==> config.mk <==
export PLATFORM = sky130hd
export DESIGN_NAME = pidd_front
export DESIGN_NICKNAME = d
export VERILOG_FILES = /design/src/sv/pid_controller_deadband_macros.svh /design/src/sv/pidd_pkg.sv /design/src/sv/pidd_front.sv
export SDC_FILE = /design/constraint.sdc
export NUM_CORES = 1
export LEC_CHECK = 0
export BUFFER_PORTS_ARGS = -buffer_cell sky130_fd_sc_hd__buf_2
export CAP_MARGIN = 0
export CORE_ASPECT_RATIO = 0.5
export CORE_MARGIN = 2
export CORE_UTILIZATION = 40
export DETAILED_ROUTE_END_ITERATION = 8
export SYNTH_ARGS = -nofsm -noshare
export SYNTH_HDL_FRONTEND = slang
export SYNTH_SLANG_ARGS = --single-unit
==> constraint.sdc <==
create_clock -name clk -period 4.4 [get_ports clk]
set_input_delay 0.66 -clock clk [delete_from_list [all_inputs] [get_ports clk]]
set_output_delay 0.66 -clock clk [all_outputs]
set_load 0.02 [all_outputs]
==> src/sv/pid_controller_deadband_macros.svh <==
// -----------------------------------------------------------------------------
// PID controller assertion macros
// Concurrent assertion helpers used by the PID controller RTL.
// -----------------------------------------------------------------------------
`ifndef PID_CONTROLLER_DEADBAND_MACROS_SVH
`define PID_CONTROLLER_DEADBAND_MACROS_SVH

`ifndef SYNTHESIS
// Same-cycle implication, checked at every rising edge outside reset.
`define PIDD_ASSERT_IMP(lbl, clk, rst_n, ante, cons) \
	lbl: assert property (@(posedge clk) disable iff (!(rst_n)) (ante) |-> (cons)) \
	else $error("PID controller assertion failed");
// Next-cycle implication, checked at every rising edge outside reset.
`define PIDD_ASSERT_NXT(lbl, clk, rst_n, ante, cons) \
	lbl: assert property (@(posedge clk) disable iff (!(rst_n)) (ante) |=> (cons)) \
	else $error("PID controller assertion failed");
`else
`define PIDD_ASSERT_IMP(lbl, clk, rst_n, ante, cons)
`define PIDD_ASSERT_NXT(lbl, clk, rst_n, ante, cons)
`endif

`endif

==> src/sv/pidd_pkg.sv <==
// -----------------------------------------------------------------------------
// PID controller package
// Widths, register indexes, dead-band modes and stage structs.
// -----------------------------------------------------------------------------
`default_nettype none

package pidd_pkg;

	localparam int FRAC_BITS = 16;
	localparam int SUM_WIDTH = 48;
	localparam int DATA_W    = 32;
	localparam int ERR_W     = DATA_W + 1;
	localparam int LIMIT_W   = 31;
	localparam int MODE_W    = 2;
	localparam int CFG_IDX_W = 3;
	localparam int SUM_LO_W  = SUM_WIDTH / 2;
	localparam int SUM_HI_W  = SUM_WIDTH - SUM_LO_W;
	localparam int PROD_P_W  = 2 * DATA_W;
	localparam int PROD_D_W  = DATA_W + ERR_W;
	localparam int PROD_LO_W = DATA_W + SUM_LO_W + 1;
	localparam int PROD_HI_W = DATA_W + SUM_HI_W;
	localparam int ACC_W     = SUM_WIDTH + DATA_W + 2;

	localparam logic [LIMIT_W-1:0] DB_LIMIT_RESET = LIMIT_W'(983040);

	typedef enum logic [MODE_W-1:0] {
		DB_NONE     = 2'd0,
		DB_POSITION = 2'd1,
		DB_SPEED    = 2'd2
	} db_mode_t;

	typedef enum logic [CFG_IDX_W-1:0] {
		REG_GAIN_P   = 3'd0,
		REG_GAIN_I   = 3'd1,
		REG_GAIN_D   = 3'd2,
		REG_SETPOINT = 3'd3,
		REG_DB_MODE  = 3'd4,
		REG_DB_LIMIT = 3'd5
	} reg_idx_t;

	typedef struct packed {
		logic signed [DATA_W-1:0] gain_p;
		logic signed [DATA_W-1:0] gain_i;
		logic signed [DATA_W-1:0] gain_d;
		logic signed [DATA_W-1:0] setpoint;
		logic [MODE_W-1:0]        db_mode;
		logic [LIMIT_W-1:0]       db_limit;
	} cfg_t;

	typedef struct packed {
		logic signed [DATA_W-1:0]    err;
		logic signed [ERR_W-1:0]     derr;
		logic signed [SUM_WIDTH-1:0] sum;
		logic                        clip;
	} front_t;

	typedef struct packed {
		logic signed [DATA_W-1:0] drive;
		logic                     saturated;
	} result_t;

endpackage

`default_nettype wire

==> src/sv/pidd_front.sv <==
// -----------------------------------------------------------------------------
// PID controller error stage
// Forms the error, applies the dead band and updates the saturating integral.
// -----------------------------------------------------------------------------
`default_nettype none

module pidd_front import pidd_pkg::*; (
	input  wire logic                     clk,
	input  wire logic                     arst_n,
	input  wire logic                     adv,
	input  wire logic                     upd,
	input  wire logic signed [DATA_W-1:0] measured_s1,
	input  wire cfg_t                     cfg,
	output front_t                        front_s2
);

	localparam logic signed [SUM_WIDTH-1:0] SUM_MAX = {1'b0, {(SUM_WIDTH-1){1'b1}}};
	localparam logic signed [SUM_WIDTH-1:0] SUM_MIN = {1'b1, {(SUM_WIDTH-1){1'b0}}};
	localparam logic signed [DATA_W-1:0]    ERR_MAX = {1'b0, {(DATA_W-1){1'b1}}};
	localparam logic signed [DATA_W-1:0]    ERR_MIN = {1'b1, {(DATA_W-1){1'b0}}};

	logic signed [DATA_W-1:0]    last_error_q;
	logic signed [SUM_WIDTH-1:0] error_sum_q;

	logic signed [ERR_W-1:0]       diff;
	logic [ERR_W-1:0]              mag;
	logic                          err_clip;
	logic signed [DATA_W-1:0]      err_sat;
	logic signed [DATA_W-1:0]      err_eff;
	logic signed [SUM_WIDTH-1:0]   sum_base;
	logic                          twice;
	logic signed [SUM_WIDTH+1:0]   inc;
	logic signed [SUM_WIDTH+1:0]   sum_wide;
	logic                          sum_ovf;
	logic signed [SUM_WIDTH-1:0]   sum_next;
	logic signed [ERR_W-1:0]       derr;

	always_comb begin
		diff     = {cfg.setpoint[DATA_W-1], cfg.setpoint} - {measured_s1[DATA_W-1], measured_s1};
		mag      = diff[ERR_W-1] ? (~diff + ERR_W'(1)) : diff;
		err_clip = diff[ERR_W-1] ^ diff[DATA_W-1];
		if (err_clip) begin
			err_sat = diff[ERR_W-1] ? ERR_MIN : ERR_MAX;
		end else begin
			err_sat = diff[DATA_W-1:0];
		end

		err_eff  = err_sat;
		sum_base = error_sum_q;
		twice    = 1'b0;
		unique case (cfg.db_mode)
			DB_POSITION: begin
				if (mag <= {2'b00, cfg.db_limit}) begin
					err_eff  = '0;
					sum_base = '0;
				end
			end
			DB_SPEED: begin
				if (mag < {2'b00, cfg.db_limit}) begin
					err_eff = '0;
				end
				twice = 1'b1;
			end
			default: begin
			end
		endcase

		if (twice) begin
			inc = {{(SUM_WIDTH+1-DATA_W){err_eff[DATA_W-1]}}, err_eff, 1'b0};
		end else begin
			inc = {{(SUM_WIDTH+2-DATA_W){err_eff[DATA_W-1]}}, err_eff};
		end
		sum_wide = {{2{sum_base[SUM_WIDTH-1]}}, sum_base} + inc;
		sum_ovf  = !((&sum_wide[SUM_WIDTH+1:SUM_WIDTH-1]) ||
			!(|sum_wide[SUM_WIDTH+1:SUM_WIDTH-1]));
		if (sum_ovf) begin
			sum_next = sum_wide[SUM_WIDTH+1] ? SUM_MIN : SUM_MAX;
		end else begin
			sum_next = sum_wide[SUM_WIDTH-1:0];
		end

		derr = {err_eff[DATA_W-1], err_eff} - {last_error_q[DATA_W-1], last_error_q};
	end

	always_ff @(posedge clk or negedge arst_n) begin
		if (!arst_n) begin
			last_error_q <= '0;
			error_sum_q  <= '0;
		end else if (upd) begin
			last_error_q <= err_eff;
			error_sum_q  <= sum_next;
		end
	end

	always_ff @(posedge clk) begin
		if (adv) begin
			front_s2.err  <= err_eff;
			front_s2.derr <= derr;
			front_s2.sum  <= sum_next;
			front_s2.clip <= err_clip | sum_ovf;
		end
	end

endmodule

`default_nettype wire

==> impl_metrics.ini, run 1 <==
[die]
num_io_pins = 311
core-area_sq_um = 40470
fp.dieW_um = 290.4
rows = 52
die_area_sq_um = 42760
die_h_um = 147.2
start_util_pct = 40.55

[yosys]
synth_compound_area_share_pct = 23.87
synthXorXnorAreaFrac_pct = 5.963
ys_ff_latch = 194
synth-edff-count = 114
syn-cell-area_sq_um = 16410
synth_fp_nets = 2255
synth_top_family_by_area = compound AO/OA/AOI/OAI gates
synthMuxAreaShare_pct = 1.617
synthSimpleGateAreaFrac_pct = 16.84
yosysWarnings = 0
ys_seq_area_share_pct = 33.06
synthCells = 1907
ys.flop_type = edfxtp_1
synth.distinct_cells = 86
synth-adder-area-share_pct = 12.57
synth-async-reset-ratio_pct = 41.24
syn_avg_cell_area_sq_um = 8.604

[outcome]
violations = negative setup slack
status = finished, violations left

[routing]
drcViolationCount = 0
ant_nets = 0
dr.pass1.iters = 7
vias = 17280
wl_mm = 57.26
drt-initial-drc-count = 1080
wl_per_cell_um = 17.66
via_per_inst = 5.330

[critical_path]
cp_common_cell = buf_4
cp-start-kind = input port
crit_start = cfg[33]
critPathTopFamily = simple AND/OR/NAND/NOR gates
path_class = in -> reg
crit_required_ps = 4600
cp_slowest_cell = or4b_4
r2r-start = error_sum_q[1]
cp.arrival_ps = 8920
end_kind = flip-flop
path_buf_inv = 10
reg2reg_slack_ps = 770
critPathMaxFanout = 6
slowest_delay_ps = 510

[layout]
area_delta_synth_final_pct = 55.85
nets = 3038
final_cell_area_sq_um = 25570
num_antenna_cells = 0
finalNonFillerCells = 3243
drive_gt1_share_pct = 44.36

[cts]
clock_latency_ps = 450
ctsLongestPathBuffers = 2
cts.clk_slew.worst_paths_ps = 80
cts_tree = yes
cts_root_buffer = clkbuf_16
h-tree-depth = 4
clock_sinks = 194
cts_made_buffers = 17

[placement]
pre_cts_slack_ps = -5069
port_buffers = 214
place_inst = 3134
place_congestion = 0.9252
dp_hpwl_mm = 42.67
post_dp_cell_area_sq_um = 22560

[timing]
period_needed_ps = 8720
hold_viol_final = 0
setup_violations = 194
rsz0062_at_grt = true
tightest_slew_ps = 1045
fin_hold_ws_ps = 272.3
timing.final.crit_share_pct = 198.2
setup_slack_ps = -4320
slew_violations = 0
max_freq_mhz = 114.7
max_slew_margin_pct = 30.36
skew_ps = 15.11

[worst_hold_path]
hp-class = in -> async

[flow_run]
cap_violations = 0

[power_and_ir_drop]
ir_drop_mv = 0.6126
p_leak_nw = 12.07
powerDensity_nw_per_um2 = 859.2
power_mw = 21.97

[grt]
grt_pass1_wl_mm = 88.64
gr-total-overflow = 0
antenna_found_initial = 2
grt_max_degree = 115
grtUsageTotal_pct = 26.02
grt_pass1_vias = 16950
## metrics by stage
stage          utilization [%]  setup TNS [ps]
5_1_grt                  63.19         -704300
3_3_place_gp             55.74         -753440
6_report                 63.19         -637030
3_5_place_dp             55.74         -777780
2_1_floorplan                -         -584630
4_1_cts                  60.43         -598050
## flip-flops by register name, indices dropped and copies added, names as in the netlist
name          cells
front_s2        114
error_sum_q      48
last_error_q     32
## synthesized netlist by cell type (41+ instances only)
library cell    n  area share [%]
a21o_1         68             3.1
a21oi_1       125             3.8
clkbuf_1       74             1.7
dfrtp_1        80              12
edfxtp_1      114              21
ha_1          148              11
inv_1         159             3.6
nand2_1       143             3.3
nor2_1        190             4.3
nor2b_1        41             1.6
o21ai_0       103             3.1
o22ai_1        49             1.9
xnor2_1        76             4.1
## cells by family (layout without fill, tap and decap cells)
kind of cell             after synthesis  after routing
multiplexers                          24             24
buffers and inverters                253           1046
adder cells (fa/ha/maj)              166            166
AO/OA/AOI/OAI                        584            587
AND/OR/NAND/NOR                      576            576
XOR/XNOR                             110            110
flip-flops                           194            194
## timing repair
action	4_1_cts	5_1_grt
cloned	5	1
buffers inserted	64	39
resized for setup	188	187
pin swaps	126	70
setup endpoints to repair	194	194
hold buffers	0	0
## placed cells by master (no fill, tap or decap), types with 23 or more instances in the layout
| cell | n |
|---|---|
| o21ai_0 | 74 |
| inv_1 | 154 |
| nor3_1 | 23 |
| a21oi_1 | 96 |
| xor2_1 | 29 |
| nor2_4 | 27 |
| a21oi_2 | 24 |
| nand4_1 | 28 |
| buf_6 | 58 |
| dfrtp_1 | 80 |
| o22ai_1 | 33 |
| xnor2_1 | 71 |
| nor2b_1 | 38 |
| nor2_1 | 150 |
| o21a_1 | 34 |
| nand3_1 | 33 |
| edfxtp_1 | 114 |
| a21o_1 | 68 |
| buf_4 | 563 |
| ha_1 | 128 |
| nand2_1 | 127 |
| buf_2 | 209 |
## metal layers
layer  global-route usage [%]  vias to the layer above  wire, um
li1                         -                     8472         -
met1                    34.31                     8342     25630
met2                    44.23                      390     27380
met3                    4.508                       78      3033
met4                    7.073                        2      1194
met5                        0                        -        13
## area by class of cell
type	instances	area, sq um
Inverter	159	614.3
Tap cell	540	675.6
Sequential cell	194	5425
Clock inverter	10	97.59
Clock buffer	22	475.5
Timing Repair Buffer	855	6414
Fill cell	3413	14900
Multi-Input combinational cell	1463	11870
## path summary, 6_finish.rpt
check / end / cells past startpoint
min in group clk: error_sum_q[47] / 1
worst min register to register: error_sum_q[47] / 1
worst max-delay path: front_s2[77] / 46
max in group asynchronous: last_error_q[10] / 2
worst max register to register: error_sum_q[7] / 14
worst min-delay path: error_sum_q[44] / 1
## report_power, final
group,leakage (nW),total [mW],switching (mW),internal [mW]
combinational,9.73,16.9,8.52,8.42
sequential,2.07,3.45,0.230,3.22
clock,0.276,1.59,0.750,0.836
No activity file was read; power rests on OpenSTA's default activity.
==> run 2, diff against run 1 <==
--- a/config.mk
+++ b/config.mk
@@ -11,6 +11,7 @@
 export CORE_MARGIN = 2
 export CORE_UTILIZATION = 40
 export DETAILED_ROUTE_END_ITERATION = 8
+export SKIP_CTS_REPAIR_TIMING = 1
 export SYNTH_ARGS = -nofsm -noshare
 export SYNTH_HDL_FRONTEND = slang
 export SYNTH_SLANG_ARGS = --single-unit
==> constraint.sdc (replaced) <==
create_clock -name clk -period 4.4 [get_ports clk]
set_input_delay 0.66 -clock clk [delete_from_list [all_inputs] [get_ports clk]]
set_output_delay 0.66 -clock clk [all_outputs]
set_load 0.01 [all_outputs]
==> run 2 against run 1 <==
  * The flow still finishes with violations (negative setup slack)
  * Clock skew about the same
  * Critical path depth down 1
  * Non-clock buffer count down 17
  * First-iteration DRC count up 1.1%
  * Sequential cell count unchanged
  * Sequential power about the same
  * Critical endpoint is now front_s2[31]
  * Final cell count down 0.52%
  * Total power down 7.6%
  * Fmax up 1.5%
  * Register-to-register slack about the same
  * Setup slack better by 130 ps
==> impl_metrics.ini, run 2 (synthesis results as in run 1) <==
[placement]
port_buffers = 214
place_congestion = 0.9252
dp_hpwl_mm = 42.67

[layout]
final_common_cell = buf_4
nets = 3021
drive_gt1_share_pct = 42.93
multi_input_area_sq_um = 11580
largestRegisters = front_s2 (114), error_sum_q (48), last_error_q (32)
largest_reg_flops = 114
final_cell_mix = 570 x buf_4, 210 x buf_2, 161 x nor2_1, 156 x inv_1, 133 x nand2_1
regMostFlops = front_s2
regArea_sq_um = 5425
area_delta_synth_final_pct = 52.17
num_antenna_cells = 0
fillers = 3546

[timing]
fin_hold_ws_ps = 277.8
hold_viol_final = 0
setup_violations = 194
period_needed_ps = 8591
setup_slack_ps = -4191
max_freq_mhz = 116.4
rsz0062_at_grt = true
timing.final.crit_share_pct = 195.2
tightest_slew_ps = 962.0
skew_ps = 14.72
slew_violations = 0
max_slew_margin_pct = 35.86

[flow_run]
cap_violations = 0

[cts]
ctsLongestPathBuffers = 2
cts_root_buffer = clkbuf_16
cts_made_buffers = 17
clock_sinks = 194
cts_tree = yes
h-tree-depth = 4
cts.clk_slew.worst_paths_ps = 80
clock_latency_ps = 450

[critical_path]
slowest_delay_ps = 540
cp-start-kind = input port
reg2reg_depth = 15
cp.arrival_ps = 8910
critPathMaxFanout = 8
end_kind = flip-flop
cp_slowest_cell = or4b_4
path_class = in -> reg
crit_required_ps = 4720

[outcome]
status = finished, violations left
violations = negative setup slack

[power_and_ir_drop]
powerDensity_nw_per_um2 = 812.9
p_clk_share_pct = 7.8
p_leak_nw = 11.77
power_switching_mw = 8.595
netSwitchingFraction_pct = 42.35
p_comb_share_pct = 75.3
pwr-share-seq_pct = 17.0
power_mw = 20.30
internal_power_mw = 11.70
ir_drop_mv = 0.4699

[grt]
grtUsageTotal_pct = 24.87
gr-total-overflow = 0
grt_pass1_vias = 16180
antenna_found_initial = 0
grt_max_degree = 115
grt_pass1_wl_mm = 84.70

[die]
die_h_um = 147.2
start_util_pct = 40.55
core-area_sq_um = 40470
die_area_sq_um = 42760
fp.dieW_um = 290.4
rows = 52
num_io_pins = 311

[routing]
via_per_inst = 5.289
ant_nets = 0
vias = 17060
wl_mm = 55.98
wl_per_cell_um = 17.35
dr.pass1.iters = 5
drt-initial-drc-count = 1092
drcViolationCount = 0

[worst_hold_path]
hp-class = in -> async
-- run 2: area by class of cell --
type,instances,area share [%]
inverters,159,2.461
multi-input cells,1463,46.37
well taps,540,2.706
repair buffers,838,24.43
clock inverters,10,0.3909
clock buffers,22,1.904
flip-flops and latches,194,21.73
-- run 2: power by group through the flow --
stage	Combinational [mW]	Sequential [mW]	Clock [mW]
after floorplan	7.63	3.71	0
after global placement	12.9	3.48	0
after detailed placement	13.1	3.48	0
after CTS	13.2	3.45	1.61
after global routing	16.5	3.53	1.67
final	15.3	3.44	1.57
-- run 2: stage by stage --
stage	setup WS [ps]	TNS, ps	area (sq um)	utilization (%)	cells
global route	-4573	-683960	24970	61.70	3226
detailed placement	-5069	-777780	22560	55.74	3134
finish	-4191	-613730	24970	61.70	3226
global placement	-4934	-753440	22560	55.74	3134
floorplan	-4213	-584630	17050	-	1907
CTS	-4630	-691060	23130	57.16	3166
-- run 2: critical path: cells and delay by family --
kind	cells	cell delay, ps
buffers and inverters	9	1150
XOR/XNOR	2	290
AND/OR/NAND/NOR	20	3570
AO/OA/AOI/OAI	10	2120
adder cells (fa/ha/maj)	4	1080
-- run 2: routing by layer --
metal | wire, um | part of all wire [%] | vias up | track usage (%)
li1 | - | - | 8435 | -
met1 | 25670 | 46 | 8210 | 33.74
met2 | 26640 | 48 | 358 | 41.56
met3 | 2713 | 4.8 | 58 | 3.858
met4 | 960 | 1.7 | 0 | 6.451
met5 | 0 | 0 | - | 0
-- run 2: final timing paths --
path	start	to	slack, ps
max	cfg[33]	front_s2[31]	-4190
min	arst_n	error_sum_q[44]	280
max reg2reg	error_sum_q[0]	error_sum_q[25]	780
min reg2reg	error_sum_q[38]	error_sum_q[38]	500
max in group asynchronous	arst_n	last_error_q[1]	3230
min in group clk	error_sum_q[38]	error_sum_q[38]	500
